`config.mk`:
```
export PLATFORM = sky130hd
export DESIGN_NAME = fixed_partition_first_fit_allocator
export DESIGN_NICKNAME = d
export VERILOG_FILES = /design/src/rtl/ffpa_pkg.sv /design/src/rtl/ffpa_ctrl.sv /design/src/rtl/ffpa_datapath.sv /design/src/rtl/fixed_partition_first_fit_allocator.sv
export SDC_FILE = /design/constraint.sdc
export NUM_CORES = 1
export LEC_CHECK = 0
export BUFFER_PORTS_ARGS = -buffer_cell sky130_fd_sc_hd__buf_2
export CAP_MARGIN = 15
export CORE_ASPECT_RATIO = 1.75
export CORE_MARGIN = 2
export CORE_UTILIZATION = 25
export CTS_CLUSTER_DIAMETER = 120
export DETAILED_ROUTE_END_ITERATION = 10
export PLACE_DENSITY = 0.45
export SYNTH_ARGS = -nofsm -noshare
export SYNTH_HDL_FRONTEND = slang
export SYNTH_HIERARCHICAL = 1
export SYNTH_SLANG_ARGS = --single-unit
```
`constraint.sdc`:
```
create_clock -name i_clk -period 9.76 [get_ports i_clk]
set_input_delay 2.44 -clock i_clk [delete_from_list [all_inputs] [get_ports i_clk]]
set_output_delay 2.44 -clock i_clk [all_outputs]
set_load 0.03 [all_outputs]
```
`src/rtl/ffpa_pkg.sv`:
```
// shared types and constants of the fixed-partition first-fit allocator
// no dependencies; imported by every module of the block
package ffpa_pkg;

    // default sizing, used as the defaults of the top level parameters
    localparam int DEF_NUM_PARTITIONS = 10;
    localparam int DEF_NUM_JOBS       = 10;

    // field widths of the request and result words
    localparam int JOB_NUM_W = 4;
    localparam int REQ_KB_W  = 12;
    localparam int STATUS_W  = 3;
    localparam int PIDX_W    = 4;
    localparam int BASE_KB_W = 12;
    localparam int SIZE_KB_W = 10;

    // partition i is PART_STEP_KB * (i + 1) long
    localparam logic [SIZE_KB_W-1:0] PART_STEP_KB = SIZE_KB_W'(50);

    // result status codes
    typedef enum logic [STATUS_W-1:0] {
        ST_OK        = 3'd0,
        ST_BAD_JOB   = 3'd1,
        ST_ALREADY   = 3'd2,
        ST_NO_FIT    = 3'd3,
        ST_NOT_ALLOC = 3'd4
    } t_status;

    // controller states
    typedef enum logic [1:0] {
        S_IDLE,
        S_CHECK,
        S_SCAN,
        S_FINISH
    } t_state;

    // commands from the controller to the datapath
    typedef struct packed {
        logic    load;        // capture the accepted request word
        logic    scan_init;   // point the scan at partition 0
        logic    scan_step;   // advance the scan by one partition
        logic    grant;       // commit the allocation of the current partition
        logic    release_job; // commit the release of the job's partition
        logic    set_status;  // latch the result status
        t_status status;
        logic    emit;        // move the result into the output register
    } t_cmd;

    // status from the datapath to the controller
    typedef struct packed {
        logic job_bad;      // job number out of range
        logic job_active;   // job already holds a partition
        logic mode_release; // request is a release
        logic fit;          // current partition is free and large enough
        logic scan_last;    // current partition is the last one
        logic out_free;     // output register can take a new word
    } t_sts;

endpackage

```
`src/rtl/ffpa_ctrl.sv`:
```
// controller state machine of the allocator: sequences check, scan and result
// depends on ffpa_pkg
module ffpa_ctrl (
    input  logic          i_clk,
    input  logic          i_rst_n,
    input  logic          i_in_valid,
    output logic          o_in_ready,
    input  ffpa_pkg::t_sts i_sts,
    output ffpa_pkg::t_cmd o_cmd
);
    import ffpa_pkg::*;

    t_state r_state;
    t_state n_state;

    // state register
    always_ff @(posedge i_clk) begin
        if (!i_rst_n) begin
            r_state <= S_IDLE;
        end else begin
            r_state <= n_state;
        end
    end

    // next state and commands
    always_comb begin
        n_state    = r_state;
        o_in_ready = 1'b0;
        o_cmd      = '0;
        o_cmd.status = ST_OK;
        case (r_state)
            S_IDLE: begin
                o_in_ready = 1'b1;
                if (i_in_valid) begin
                    o_cmd.load = 1'b1;
                    n_state    = S_CHECK;
                end
            end
            S_CHECK: begin
                o_cmd.set_status = 1'b1;
                n_state          = S_FINISH;
                if (i_sts.job_bad) begin
                    o_cmd.status = ST_BAD_JOB;
                end else if (!i_sts.mode_release) begin
                    if (i_sts.job_active) begin
                        o_cmd.status = ST_ALREADY;
                    end else begin
                        o_cmd.set_status = 1'b0;
                        o_cmd.scan_init  = 1'b1;
                        n_state          = S_SCAN;
                    end
                end else if (!i_sts.job_active) begin
                    o_cmd.status = ST_NOT_ALLOC;
                end else begin
                    o_cmd.release_job = 1'b1;
                    o_cmd.status      = ST_OK;
                end
            end
            S_SCAN: begin
                if (i_sts.fit) begin
                    o_cmd.grant      = 1'b1;
                    o_cmd.set_status = 1'b1;
                    o_cmd.status     = ST_OK;
                    n_state          = S_FINISH;
                end else if (i_sts.scan_last) begin
                    o_cmd.set_status = 1'b1;
                    o_cmd.status     = ST_NO_FIT;
                    n_state          = S_FINISH;
                end else begin
                    o_cmd.scan_step = 1'b1;
                end
            end
            S_FINISH: begin
                if (i_sts.out_free) begin
                    o_cmd.emit = 1'b1;
                    n_state    = S_IDLE;
                end
            end
            default: begin
                n_state = S_IDLE;
            end
        endcase
    end

endmodule

```
`src/rtl/ffpa_datapath.sv`:
```
// datapath of the allocator: request word, busy and ownership tables,
// running partition base and size, and the result output register; uses ffpa_pkg
module ffpa_datapath #(
    parameter int NUM_PARTITIONS = ffpa_pkg::DEF_NUM_PARTITIONS,
    parameter int NUM_JOBS       = ffpa_pkg::DEF_NUM_JOBS
) (
    input  logic                            i_clk,
    input  logic                            i_rst_n,
    input  logic                            i_mode,
    input  logic [ffpa_pkg::JOB_NUM_W-1:0]  i_job_number,
    input  logic [ffpa_pkg::REQ_KB_W-1:0]   i_request_kb,
    input  ffpa_pkg::t_cmd                  i_cmd,
    output ffpa_pkg::t_sts                  o_sts,
    output logic                            o_out_valid,
    input  logic                            i_out_ready,
    output logic [ffpa_pkg::STATUS_W-1:0]   o_status,
    output logic [ffpa_pkg::PIDX_W-1:0]     o_partition_index,
    output logic [ffpa_pkg::BASE_KB_W-1:0]  o_base_kb,
    output logic [ffpa_pkg::SIZE_KB_W-1:0]  o_granted_kb
);
    import ffpa_pkg::*;

    localparam int PART_W = (NUM_PARTITIONS > 1) ? $clog2(NUM_PARTITIONS) : 1;
    localparam int JOB_W  = (NUM_JOBS > 1) ? $clog2(NUM_JOBS) : 1;

    // request word
    logic                  r_mode;
    logic [JOB_NUM_W-1:0]  r_job;
    logic [REQ_KB_W-1:0]   r_req;

    // scan position with running size and base of the current partition
    logic [PIDX_W-1:0]     r_idx;
    logic [SIZE_KB_W-1:0]  r_size;
    logic [BASE_KB_W-1:0]  r_base;
    t_status               r_status;

    // allocation tables
    logic [NUM_PARTITIONS-1:0] r_busy;
    logic [NUM_JOBS-1:0]       r_active;
    logic [PIDX_W-1:0]         r_job_part [NUM_JOBS];

    // output register
    logic                  r_out_valid;
    logic [STATUS_W-1:0]   r_out_status;
    logic [PIDX_W-1:0]     r_out_pidx;
    logic [BASE_KB_W-1:0]  r_out_base;
    logic [SIZE_KB_W-1:0]  r_out_size;

    logic                  job_bad;
    logic [JOB_W-1:0]      jidx;
    logic [PART_W-1:0]     pidx;
    logic [PIDX_W-1:0]     held_part;
    logic                  held_in_range;
    logic                  res_ok;
    logic                  res_alloc_ok;

    // table lookups for the current request and scan position
    assign job_bad       = (r_job >= JOB_NUM_W'(NUM_JOBS));
    assign jidx          = r_job[JOB_W-1:0];
    assign pidx          = r_idx[PART_W-1:0];
    assign held_part     = r_job_part[jidx];
    assign held_in_range = (held_part < PIDX_W'(NUM_PARTITIONS));

    assign o_sts.job_bad      = job_bad;
    assign o_sts.job_active   = !job_bad && r_active[jidx];
    assign o_sts.mode_release = r_mode;
    assign o_sts.fit          = !r_busy[pidx] && (REQ_KB_W'(r_size) >= r_req);
    assign o_sts.scan_last    = (r_idx == PIDX_W'(NUM_PARTITIONS - 1));
    assign o_sts.out_free     = !r_out_valid || i_out_ready;

    // request capture
    always_ff @(posedge i_clk) begin
        if (i_cmd.load) begin
            r_mode <= i_mode;
            r_job  <= i_job_number;
            r_req  <= i_request_kb;
        end
    end

    // scan counter, running partition size and base, result status
    always_ff @(posedge i_clk) begin
        if (i_cmd.scan_init) begin
            r_idx  <= '0;
            r_size <= PART_STEP_KB;
            r_base <= '0;
        end else if (i_cmd.scan_step) begin
            r_idx  <= r_idx + PIDX_W'(1);
            r_size <= r_size + PART_STEP_KB;
            r_base <= r_base + BASE_KB_W'(r_size);
        end else if (i_cmd.release_job) begin
            r_idx  <= held_part;
        end
        if (i_cmd.set_status) begin
            r_status <= i_cmd.status;
        end
    end

    // busy and active bits
    always_ff @(posedge i_clk) begin
        if (!i_rst_n) begin
            r_busy   <= '0;
            r_active <= '0;
        end else if (i_cmd.grant) begin
            r_busy[pidx]   <= 1'b1;
            r_active[jidx] <= 1'b1;
        end else if (i_cmd.release_job) begin
            if (held_in_range) begin
                r_busy[held_part[PART_W-1:0]] <= 1'b0;
            end
            r_active[jidx] <= 1'b0;
        end
    end

    // partition held by each job, written on grant
    always_ff @(posedge i_clk) begin
        if (i_cmd.grant) begin
            r_job_part[jidx] <= r_idx;
        end
    end

    // result fields are zero where the request failed; a release reports only the partition index
    assign res_ok       = (r_status == ST_OK);
    assign res_alloc_ok = res_ok && !r_mode;

    always_ff @(posedge i_clk) begin
        if (!i_rst_n) begin
            r_out_valid <= 1'b0;
        end else if (i_cmd.emit) begin
            r_out_valid <= 1'b1;
        end else if (i_out_ready) begin
            r_out_valid <= 1'b0;
        end
    end

    always_ff @(posedge i_clk) begin
        if (i_cmd.emit) begin
            r_out_status <= r_status;
            r_out_pidx   <= res_ok ? r_idx : '0;
            r_out_base   <= res_alloc_ok ? r_base : '0;
            r_out_size   <= res_alloc_ok ? r_size : '0;
        end
    end

    assign o_out_valid       = r_out_valid;
    assign o_status          = r_out_status;
    assign o_partition_index = r_out_pidx;
    assign o_base_kb         = r_out_base;
    assign o_granted_kb      = r_out_size;

endmodule

```
`src/rtl/fixed_partition_first_fit_allocator.sv`:
```
// Fixed-partition first-fit allocator. Each request word (allocate or release) gives
// exactly one result word. A release or a rejected request passes from acceptance
// through the check state and the finish state to the result register; an allocate
// also passes through the scan state, examining 1 to NUM_PARTITIONS partitions; the scan visits one
// partition per cycle, tracking its size and start address with running adders. The finish state
// waits until the output register is free. One request is worked on at a time, and the next one is
// accepted the cycle after the result register loads; a finished result waits in the output register
// while the next request is accepted and checked. Busy and active bits clear at reset.
// depends on ffpa_pkg, ffpa_ctrl, ffpa_datapath
module fixed_partition_first_fit_allocator #(
    parameter int NUM_PARTITIONS = ffpa_pkg::DEF_NUM_PARTITIONS,
    parameter int NUM_JOBS       = ffpa_pkg::DEF_NUM_JOBS
) (
    input  logic                            i_clk,
    input  logic                            i_rst_n,
    input  logic                            i_in_valid,
    output logic                            o_in_ready,
    input  logic                            i_mode,
    input  logic [ffpa_pkg::JOB_NUM_W-1:0]  i_job_number,
    input  logic [ffpa_pkg::REQ_KB_W-1:0]   i_request_kb,
    output logic                            o_out_valid,
    input  logic                            i_out_ready,
    output logic [ffpa_pkg::STATUS_W-1:0]   o_status,
    output logic [ffpa_pkg::PIDX_W-1:0]     o_partition_index,
    output logic [ffpa_pkg::BASE_KB_W-1:0]  o_base_kb,
    output logic [ffpa_pkg::SIZE_KB_W-1:0]  o_granted_kb
);
    import ffpa_pkg::*;

    t_cmd cmd;
    t_sts sts;

    // controller
    ffpa_ctrl u_ctrl (
        .i_clk      (i_clk),
        .i_rst_n    (i_rst_n),
        .i_in_valid (i_in_valid),
        .o_in_ready (o_in_ready),
        .i_sts      (sts),
        .o_cmd      (cmd)
    );

    // datapath
    ffpa_datapath #(
        .NUM_PARTITIONS (NUM_PARTITIONS),
        .NUM_JOBS       (NUM_JOBS)
    ) u_dp (
        .i_clk             (i_clk),
        .i_rst_n           (i_rst_n),
        .i_mode            (i_mode),
        .i_job_number      (i_job_number),
        .i_request_kb      (i_request_kb),
        .i_cmd             (cmd),
        .o_sts             (sts),
        .o_out_valid       (o_out_valid),
        .i_out_ready       (i_out_ready),
        .o_status          (o_status),
        .o_partition_index (o_partition_index),
        .o_base_kb         (o_base_kb),
        .o_granted_kb      (o_granted_kb)
    );

endmodule

```
* Word level (Yosys, flattened, before mapping)
Memories as Yosys holds them, arrays and structs flattened. A register that Yosys moved wholly into a read port is not among the register bits.
Index checks and enable logic that the tools add are counted.
** Storage, ports and cells
- Flip-flop bits (word level) :: 98
- Memory bits (writable) :: 40
- Input port bits :: 21
- Output and inout port bits :: 31
- Logic and storage cells :: 115
- Memories kept :: 1
** Cells by class
- $add $sub $neg :: 3
- Order comparisons :: 9
- Eq/ne operators :: 7
- Mux-type cells :: 55
- Bitwise gates (word level) :: 6
- Reductions and logical operators :: 19
** Memories
- u_dp.r_job_part :: depth 10, width 4, rd ports 1, clocked after memory_dff 1, wr ports 1, RTL line ffpa_datapath.sv:40 : logic [PIDX_W-1:0] r_job_part [NUM_JOBS];
** Operators by type and width (count)
- 10-bit two-way mux :: 5
- 1-bit two-way mux :: 26
- 10-bit bitwise AND :: 2
- 4-bit two-way mux :: 5
- 10-bit inverter :: 2
- 10-bit OR :: 2
- 2-bit two-way mux :: 9
- 4-bit by 5-bit < comparator with 1-bit output, second input constant :: 3
- 12-bit by 10-bit adder with 12-bit output :: 1
- 1-bit demux with 4-bit select :: 3
- 10-bit by 12-bit >= comparator with 1-bit output :: 1
- 4-bit by 1-bit >= comparator with 1-bit output, second input constant :: 3
- 10-bit by 6-bit adder with 10-bit output, second input constant :: 1
- 3-bit two-way mux :: 3
- 1-bit binary-select mux with 4-bit select :: 2
- 2-bit case mux with 4 select lines :: 1
- 4-bit case mux with 2 select lines :: 1
- 2-bit nonzero test :: 4
- 1-bit logical AND :: 6
- 4-bit by 1-bit adder with 4-bit output, second input constant :: 1
- 2-bit equality test, second input constant :: 2
- 4-bit equality test, second input constant :: 1
- 4-bit >= comparator, second input constant :: 1
- 1-bit logical NOT :: 4
- 9 further kinds :: 10

* Depth between registers and ports, before layout
Gate-level depths: netlist (run 1).
- Depth after elaboration :: 9
- Mapped depth :: 15
- Gate-level depth less buffers :: 15

* Cells and area by module
The synthesis (run 1) kept the hierarchy.
** By module, submodules not included
- ffpa_datapath :: instances 1, cells an instance 493, area each 6112.1 um^2, sequential area each 3593.4 um^2
- ffpa_ctrl :: instances 1, cells an instance 39, area each 312.8 um^2, sequential area each 40.0 um^2

* Worst setup path before layout (run 1)
Ideal clock, no wire load.
- Path type :: input port to flip-flop
- Start :: input i_out_ready
- End :: register u_dp.r_out_base[10], in the netlist u_dp/o_base_kb[10], enable pin
- Library setup time :: 0.387 ns
- Data arrival time :: 3.268 ns
- Data required time :: 9.373 ns
- Path slack :: 6.105 ns
- Stages on the path :: 2
- Buffers on the path :: 0
- Cell sequence :: nand2b_1 > and2_1
** RTL lines
- start, declared :: RTL line fixed_partition_first_fit_allocator.sv:22 : input logic i_out_ready,
- end signal, assigned :: RTL line ffpa_datapath.sv:139 : r_out_base <= res_alloc_ok ? r_base : '0;
- end, declared :: RTL line ffpa_datapath.sv:46 : logic [BASE_KB_W-1:0] r_out_base;

==> results of run 1 <==
## worst reg2reg max path, cell delays in order, from the launching register on
cell and delay, ns:
dfxtp_1 0.45, ha_1 0.27, nor2b_1 0.13, o21a_1 0.16, o21a_1 0.15, o21ai_0 0.16
a211o_1 0.16, a21oi_1 0.12, nor3b_4 0.86, inv_1 0.61, nor2_1 0.35, nor4b_1 0.09
a21oi_1 0.13, o21ai_0 0.08, or3_1 0.30
## cells by family (layout without fill, tap and decap cells)
| kind of cell | Yosys count | in the layout | share of synthesized area (%) |
|---|---|---|---|
| AND/OR/NAND/NOR | 166 | 166 | 14.4 |
| adder cells (fa/ha/maj) | 29 | 29 | 5.76 |
| flip-flops | 138 | 138 | 56.6 |
| buffers and inverters | 47 | 109 | 3.27 |
| other | 1 | 2 | 0.0584 |
| XOR/XNOR | 11 | 11 | 1.50 |
| AO/OA/AOI/OAI | 99 | 99 | 10.3 |
| multiplexers | 41 | 41 | 8.16 |
## layout make-up
class	count	area (um2)	area share (%)
clock inverter	15	189	2.48
clock buffer	17	425	5.58
sequential	138	3630	47.7
timing repair buffer	53	295	3.88
tap	316	395	5.19
multi-input combinational	348	2590	34.0
inverter	24	90.1	1.18
## worst min path at each step
stage / startpoint / endpoint / slack, ns / cells past startpoint
2_1_floorplan: u_dp/r_status[1] / u_dp/o_status[1] / 0.45 / 0
3_3_place_gp: u_dp/r_status[2] / u_dp/o_status[2] / 0.49 / 0
3_5_place_dp: u_dp/r_status[2] / u_dp/o_status[2] / 0.49 / 0
4_1_cts: u_dp/r_status[2] / u_dp/o_status[2] / 0.50 / 0
5_1_grt: u_dp/r_status[2] / u_dp/o_status[2] / 0.51 / 0
6_report: u_dp/r_status[2] / u_dp/o_status[2] / 0.50 / 0
## metal layers
| layer | track usage (%) | vias up |
|---|---|---|
| met5 | 0 | - |
| met4 | 5.22 | 0 |
| met3 | 3.14 | 21 |
| met2 | 22.3 | 86 |
| met1 | 11.0 | 2046 |
| li1 | - | 2046 |
## cells in the mapped netlist, drive strengths merged, types with 4 or more instances
master   n
and3     4
inv     23
mux4     8
nand2   29
ha      28
dfxtp   51
a21o    11
clkbuf  15
nand4    4
nand2b   6
mux2i   22
nand3   10
buf      8
nand3b   5
edfxtp  87
a21oi   27
nor2b    9
nor2    35
o31ai    4
nor3b    5
a21boi   4
and2    30
nor3    11
xor2     8
o21a    18
o21ai   17
mux2    11
## through the flow
stage	cells	power (W)	hold WS, ns	util [%]
after floorplan	533	0.00122	0.452	-
after global placement	878	0.00137	0.489	27.6
after detailed placement	878	0.00139	0.490	27.6
after CTS	910	0.00206	0.501	30.1
after global routing	911	0.00217	0.508	30.2
final	911	0.00204	0.497	30.2
## power by group
group	switching [W]	internal (W)	total (W)
Combinational	0.000289	0.000224	0.000512
Sequential	0.000136	0.000727	0.000863
Clock	0.000261	0.000407	0.000669
Total	0.000686	0.00136	0.00204
==> metrics.yaml, run 1 <==
worst_slack_ns: 5.66
first_iter_violations: 286
cp_max_fo: 24
clk_latency_ns: 0.43
met1_length_mm: 5.45
cts-hold-fix-buffers: 0
die_h_um: 216
cts_buffers: 17
fin_crit_ns: 4.10
worstSetupStartpointType: "register"
gp_congestion: 0.826
netlist_area_mm2: 0.00642
cts_setup_buffers: 0
vias: 4199
grt_use_total_pct: 11.5
reg2regPathDepth: 14
fmax_mhz: 244
cpMaxStageDelayCell: "nor3b_4"
synthCells: 532
overflow: 0
slew_viol_final: 0
worstPathArrival_ns: 4.42
h-tree-depth: 4
layout_commonest_cell: "edfxtp_1"
ys_warn_count: 6
postRouteWirelength_mm: 14.9
synth_flop_cell: "edfxtp_1"
crit_chain: "ha_1 -> nor2b_1 -> o21a_1 -> o21a_1 -> o21ai_0 -> a211o_1 -> a21oi_1 -> nor3b_4 -> inv_1 -> nor2_1 -> nor4b_1 -> a21oi_1 -> o21ai_0 -> or3_1"
yosys-top-cells-area: "edfxtp_1, dfxtp_1, ha_1"
ys_seq_area_share_pct: 56.6
route.detailed.drc: 0
fill_cells: 2599
hold_viol_final: 0
synth_edf_count: 87
final_cell_mix: "edfxtp_1, dfxtp_1, buf_2"
die_width_um: 125
r2r-start: "u_dp/r_size[1]"
first_pass_iters: 4
core_area_mm2: 0.0252
postPlaceCellArea_mm2: 0.00698
synth_top_area_share_pct: 40.7
row_count: 77
grt_pass1_wl_mm: 23.6
drive_gt1_share_pct: 19.5
cp-endpoint: "u_dp/r_base[11]"
synth.distinct_cells: 60
r2r_setup_slack_ns: 5.66
ys_async_sr_fraction_pct: 0
power_density_mw_per_mm2: 268
status: "finished, final reports clean"
wl_met3_um: 496
power.leakage_nw: 2.95
start_util_pct: 25.5
nNetsFinal: 632
crit_cells: 14
design.portCount: 52
cts-root-buf: "clkbuf_16"
antenna_found_initial: 0
clockBufferDepth: 2
slew_headroom_pct: 25.2
tightest_slew_ns: 1.12
area_delta_synth_final_pct: 18.6
grt_max_degree: 27
cts_tree: "done"
cap_viol_max_count: 0
clk_pin_slew_ns: 0.06
dieArea_mm2: 0.0270
io_buffers: 49
setup_tns_ns: 0
vias_per_cell: 4.61
critical-path-top-delay-family: "simple AND/OR/NAND/NOR gates"
hold_class: "register to register"
critPathRequiredTime_ns: 10.07
cts_resized: 0
wl_met2_mm: 8.63
clock_skew_ns: 0.0103
critPathBufInv: 1
dp_hpwl_mm: 11.0
design_area_mm2: 0.00762
path_class: "register to register"
rsz0062_at_grt: "false"
r2r-end: "u_dp/r_base[11]"
top_layer: "met4"
cp_slowest_stage_delay_ns: 0.85
end_kind: "register"
synth_top_cell_by_area: "edfxtp_1"
avgRoutedWirePerCell_um: 16.4
crit_start: "u_dp/r_size[1]"
postSynthAreaPerCell_um2: 12.1
ir_drop_v: 0.000132
ys_ff_latch: 138
setup_violations: 0
drtAntennaViolNets: 0
place_ws_ns: 5.65
fin_crit_sh_pct: 42.1
diodes: 0
grt_pass1_vias: 4459
cts.sinks: 138
Power figures use the tool's default switching activity.
==> run 2, diff against run 1 <==
Clock period 9.76 ns to 4 ns, I/O delays scaled along.
==> metrics.yaml, run 2 (synthesis gave the netlist of run 1 again) <==
fin_crit_ns: 3.44  # was 4.10 ns
hold_class: "register to register"  # unchanged
vias: 4254  # was 4199
grt_use_total_pct: 12.2  # was 11.5%
critPathBufInv: 1  # unchanged
final_cell_mix: "edfxtp_1, dfxtp_1, buf_2"  # unchanged
finalNonFillerCells: 922  # was 911
route.detailed.drc: 0  # unchanged
avgRoutedWirePerCell_um: 17.2  # was 16.4 um
hold_viol_final: 0  # unchanged
fmax_mhz: 290  # was 244 MHz
cts-root-buf: "clkbuf_16"  # unchanged
grt_pass1_vias: 4517  # was 4459
cts_tree: "done"  # unchanged
end_kind: "register"  # unchanged
drive_gt1_share_pct: 20.6  # was 19.5%
clk_pin_slew_ns: 0.06  # about the same
rsz0062_at_grt: "false"  # unchanged
vias_per_cell: 4.61  # about the same
area_delta_synth_final_pct: 19.1  # was 18.6%
power_density_mw_per_mm2: 649  # was 268 mW/mm2
timing.hold.ws_ns: 0.509  # was 0.497 ns
cpMaxStageDelayCell: "nor3b_4"  # unchanged
first_pass_iters: 4  # unchanged
die_h_um: 216  # unchanged
setup_tns_ns: 0  # unchanged
dieArea_mm2: 0.0270  # unchanged
overflow: 0  # unchanged
first_iter_violations: 204  # was 286
grt_pass1_wl_mm: 24.9  # was 23.6 mm
reg2regPathDepth: 14  # unchanged
clockBufferDepth: 2  # unchanged
dp_hpwl_mm: 11.8  # was 11.0 mm
path_class: "register to register"  # unchanged
utilization_pct: 30.3  # was 30.2%
core_area_mm2: 0.0252  # unchanged
clk_latency_ns: 0.44  # was 0.43 ns
slew_headroom_pct: 49.2  # was 25.2%
cap_viol_max_count: 0  # unchanged
h-tree-depth: 4  # unchanged
cp_max_fo: 13  # was 24
cts_setup_buffers: 0  # unchanged
crit_chain: "ha_1 -> nor2b_1 -> o21a_1 -> o21a_1 -> o21ai_0 -> a211o_1 -> a21oi_1 -> nor3b_4 -> buf_4 -> and3_1 -> nor4b_1 -> a21oi_1 -> o21ai_0 -> or3_1"  # was ha_1 -> nor2b_1 -> o21a_1 -> o21a_1 -> o21ai_0 -> a211o_1 -> a21oi_1 -> nor3b_4 -> inv_1 -> nor2_1 -> nor4b_1 -> a21oi_1 -> o21ai_0 -> or3_1
worstSetupStartpointType: "register"  # unchanged
drtAntennaViolNets: 0  # unchanged
gp_congestion: 0.809  # was 0.826
io_buffers: 49  # unchanged
die_width_um: 125  # unchanged
grt_max_degree: 26  # was 27
tightest_slew_ns: 0.754  # was 1.12 ns
diodes: 0  # unchanged
cts_resized: 0  # unchanged
crit_cells: 14  # unchanged
status: "finished, final reports clean"  # unchanged
nNetsFinal: 643  # was 632
setup_violations: 0  # unchanged
cp_slowest_stage_delay_ns: 0.60  # was 0.85 ns
postRouteWirelength_mm: 15.8  # was 14.9 mm
ir_drop_v: 0.000279  # was 0.000132 V
fin_crit_sh_pct: 86.1  # was 42.1%
antenna_found_initial: 0  # unchanged
clock_skew_ns: 0.00743  # was 0.0103 ns
worstPathArrival_ns: 3.76  # was 4.42 ns
slew_viol_final: 0  # unchanged
row_count: 77  # unchanged
critical-path-top-delay-family: "simple AND/OR/NAND/NOR gates"  # unchanged
power.leakage_nw: 2.99  # was 2.95 nW
cts.sinks: 138  # unchanged
layout_commonest_cell: "edfxtp_1"  # unchanged
dpl.cell_count: 890  # was 878
design.portCount: 52  # unchanged
cts_buffers: 17  # unchanged
whs_path_depth: 0  # unchanged
critPathRequiredTime_ns: 4.32  # was 10.07 ns
start_util_pct: 25.5  # unchanged
cts-hold-fix-buffers: 0  # unchanged
## run 2: worst paths after layout
kind | to | from | slack (ns)
setup / recovery | u_dp/r_base[11] | u_dp/r_size[1] | 0.56
hold reg to reg | u_dp/o_status[2] | u_dp/r_status[2] | 0.51
hold / removal | u_dp/o_status[2] | u_dp/r_status[2] | 0.51
setup reg to reg | u_dp/r_base[11] | u_dp/r_size[1] | 0.56
## run 2: cell type report
type | count | area, um2
well taps | 316 | 395
clock buffers | 17 | 425
repair buffers | 64 | 370
inverters | 24 | 90.1
multi-input cells | 348 | 2590
fillers | 2605 | 17600
clock inverters | 15 | 149
flip-flops and latches | 138 | 3630
## run 2: per-layer routing
layer	vias to the layer above	wire (um)	track usage [%]
li1	2064	-	-
met1	2088	5450	10.8
met2	84	9570	25.3
met3	18	522	3.23
met4	0	306	4.81
met5	-	0	0
## run 2: power by group
group          switching [W]  total, W  internal, W
clock               0.000622   0.00154     0.000914
sequential          0.000218   0.00199      0.00177
combinational       0.000860   0.00144     0.000578
total                0.00170   0.00496      0.00327
## run 2: per-stage QoR
step / setup slack (ns) / cell area (um2) / power [W]
floorplan: 0.895 / 6430 / 0.00298
global placement: 0.695 / 7080 / 0.00345
detailed placement: 0.633 / 7080 / 0.00347
CTS: 0.601 / 7650 / 0.00503
global route: 0.191 / 7650 / 0.00526
finish: 0.556 / 7650 / 0.00496
==> run 3, diff against run 2 <==
Settings changed: CTS_BUF_LIST set to sky130_fd_sc_hd__clkbuf_2 sky130_fd_sc_hd__clkbuf_4 sky130_fd_sc_hd__clkbuf_8.
==> metrics.yaml, run 3 (synthesis gave the netlist of run 1 again) <==
cts-root-buf: "clkbuf_8"  # was clkbuf_16
vias_per_cell: 4.60  # was 4.61
setup_tns_ns: 0  # unchanged
r2r_setup_slack_ns: 0.55  # was 0.56 ns
cts_setup_buffers: 0  # unchanged
diodes: 0  # unchanged
vias: 4237  # was 4254
r2r-start: "u_dp/r_size[1]"  # unchanged
hp-start: "u_dp/r_status[2]"  # unchanged
slew_headroom_pct: 48.2  # was 49.2%
avgRoutedWirePerCell_um: 17.2  # about the same
end_kind: "register"  # unchanged
cts.sinks: 138  # unchanged
grt_max_degree: 26  # unchanged
clockBufferDepth: 2  # unchanged
path_class: "register to register"  # unchanged
dp_hpwl_mm: 11.8  # unchanged
postRouteWirelength_mm: 15.9  # was 15.8 mm
rsz0062_at_grt: "false"  # unchanged
grt_pass1_wl_mm: 24.8  # was 24.9 mm
clk_latency_ns: 0.47  # was 0.44 ns
grt_use_total_pct: 12.1  # was 12.2%
slew_viol_final: 0  # unchanged
design.portCount: 52  # unchanged
r2r-end: "u_dp/r_base[11]"  # unchanged
worstPathArrival_ns: 3.80  # was 3.76 ns
fin_crit_ns: 3.45  # was 3.44 ns
io_buffers: 49  # unchanged
critPathRequiredTime_ns: 4.36  # was 4.32 ns
hold_class: "register to register"  # unchanged
multi_input_area_mm2: 0.00259  # unchanged
worstSetupStartpointType: "register"  # unchanged
overflow: 0  # unchanged
fmax_mhz: 290  # about the same
nNetsFinal: 643  # unchanged
cts_buffers: 17  # unchanged
ir_drop_v: 0.000168  # was 0.000279 V
setup_violations: 0  # unchanged
cap_viol_max_count: 0  # unchanged
status: "finished, final reports clean"  # unchanged
first_iter_violations: 217  # was 204
row_count: 77  # unchanged
seq_area_mm2: 0.00363  # unchanged
h-tree-depth: 4  # unchanged
fill_cells: 2621  # was 2605
cts_tree: "done"  # unchanged
tightest_slew_ns: 0.768  # was 0.754 ns
first_pass_iters: 5  # was 4
hold-path-endpoint: "u_dp/o_status[2]"  # unchanged
start_util_pct: 25.5  # unchanged
fin_crit_sh_pct: 86.2  # was 86.1%
power_density_mw_per_mm2: 609  # was 649 mW/mm2
antenna_found_initial: 0  # unchanged
layout_commonest_cell: "edfxtp_1"  # unchanged
whs_path_depth: 0  # unchanged
route.detailed.drc: 0  # unchanged
clk_pin_slew_ns: 0.08  # was 0.06 ns
die_width_um: 125  # unchanged
final_cell_mix: "edfxtp_1, dfxtp_1, buf_2"  # unchanged
die_h_um: 216  # unchanged
dieArea_mm2: 0.0270  # unchanged
area_delta_synth_final_pct: 16.2  # was 19.1%
cts_resized: 0  # unchanged
dpl.cell_count: 890  # unchanged
drtAntennaViolNets: 0  # unchanged
gp_congestion: 0.809  # unchanged
reg2regPathDepth: 14  # unchanged
cp_max_fo: 13  # unchanged
timing.hold.ws_ns: 0.515  # was 0.509 ns
hold_viol_final: 0  # unchanged
core_area_mm2: 0.0252  # unchanged
grt_pass1_vias: 4517  # unchanged
cts-hold-fix-buffers: 0  # unchanged
finalNonFillerCells: 922  # unchanged
drive_gt1_share_pct: 20.6  # unchanged
clock_skew_ns: 0.0112  # was 0.00743 ns
power.leakage_nw: 2.90  # was 2.99 nW
run 3: cell count changes in the layout (fill, tap and decap cells not counted):
cell,before,now
clkbuf_16,17,0
clkbuf_8,0,17
run 3: worst max-delay path: stages (launching register included):
cell,delay [ns]
dfxtp_1,0.46
ha_1,0.27
nor2b_1,0.13
o21a_1,0.16
o21a_1,0.15
o21ai_0,0.15
a211o_1,0.15
a21oi_1,0.12
nor3b_4,0.59
buf_4,0.30
and3_1,0.23
nor4b_1,0.07
a21oi_1,0.12
o21ai_0,0.10
or3_1,0.32
run 3: power by group:
part	internal, W	total [W]	switching [W]
clock	0.000552	0.00112	0.000569
sequential	0.00177	0.00199	0.000216
combinational	0.000578	0.00144	0.000859
total	0.00290	0.00454	0.00164
run 3: metal layers:
layer	wire (um)	GRT usage, %	share of wire, %	vias up
met1	5480	10.7	35	2080
li1	-	-	-	2065
met5	0	0	0	-
met3	465	2.72	2.9	15
met4	244	5.26	1.5	0
met2	9670	25.3	61	77
run 3: worst max path at each step:
stage / start / end / slack, ns / cells past startpoint
floorplan: u_dp/pidx[0] / u_dp/r_job_part[0][0] / 0.89 / 7
global placement: u_dp/r_size[1] / u_dp/r_base[11] / 0.70 / 14
detailed placement: u_dp/r_size[1] / u_dp/r_base[11] / 0.63 / 14
CTS: u_dp/r_size[1] / u_dp/r_base[11] / 0.60 / 14
global route: u_dp/r_size[1] / u_dp/r_base[11] / 0.19 / 14
finish: u_dp/r_size[1] / u_dp/r_base[11] / 0.55 / 14
run 3: final cells by class:
cell class,count,area share (%)
Clock inverter,15,1.99
Inverter,24,1.21
Multi-Input combinational cell,348,34.7
Clock buffer,17,3.13
Sequential cell,138,48.7
Tap cell,316,5.30
Timing Repair Buffer,64,4.96
run 3: through the flow:
| step | area, um2 | worst slack (ns) | total power (W) | util [%] |
|---|---|---|---|---|
| 2_1_floorplan | 6430 | 0.895 | 0.00298 | - |
| 3_3_place_gp | 7080 | 0.695 | 0.00345 | 28.1 |
| 3_5_place_dp | 7080 | 0.633 | 0.00347 | 28.1 |
| 4_1_cts | 7460 | 0.600 | 0.00461 | 29.6 |
| 5_1_grt | 7460 | 0.192 | 0.00483 | 29.6 |
| 6_report | 7460 | 0.553 | 0.00454 | 29.6 |
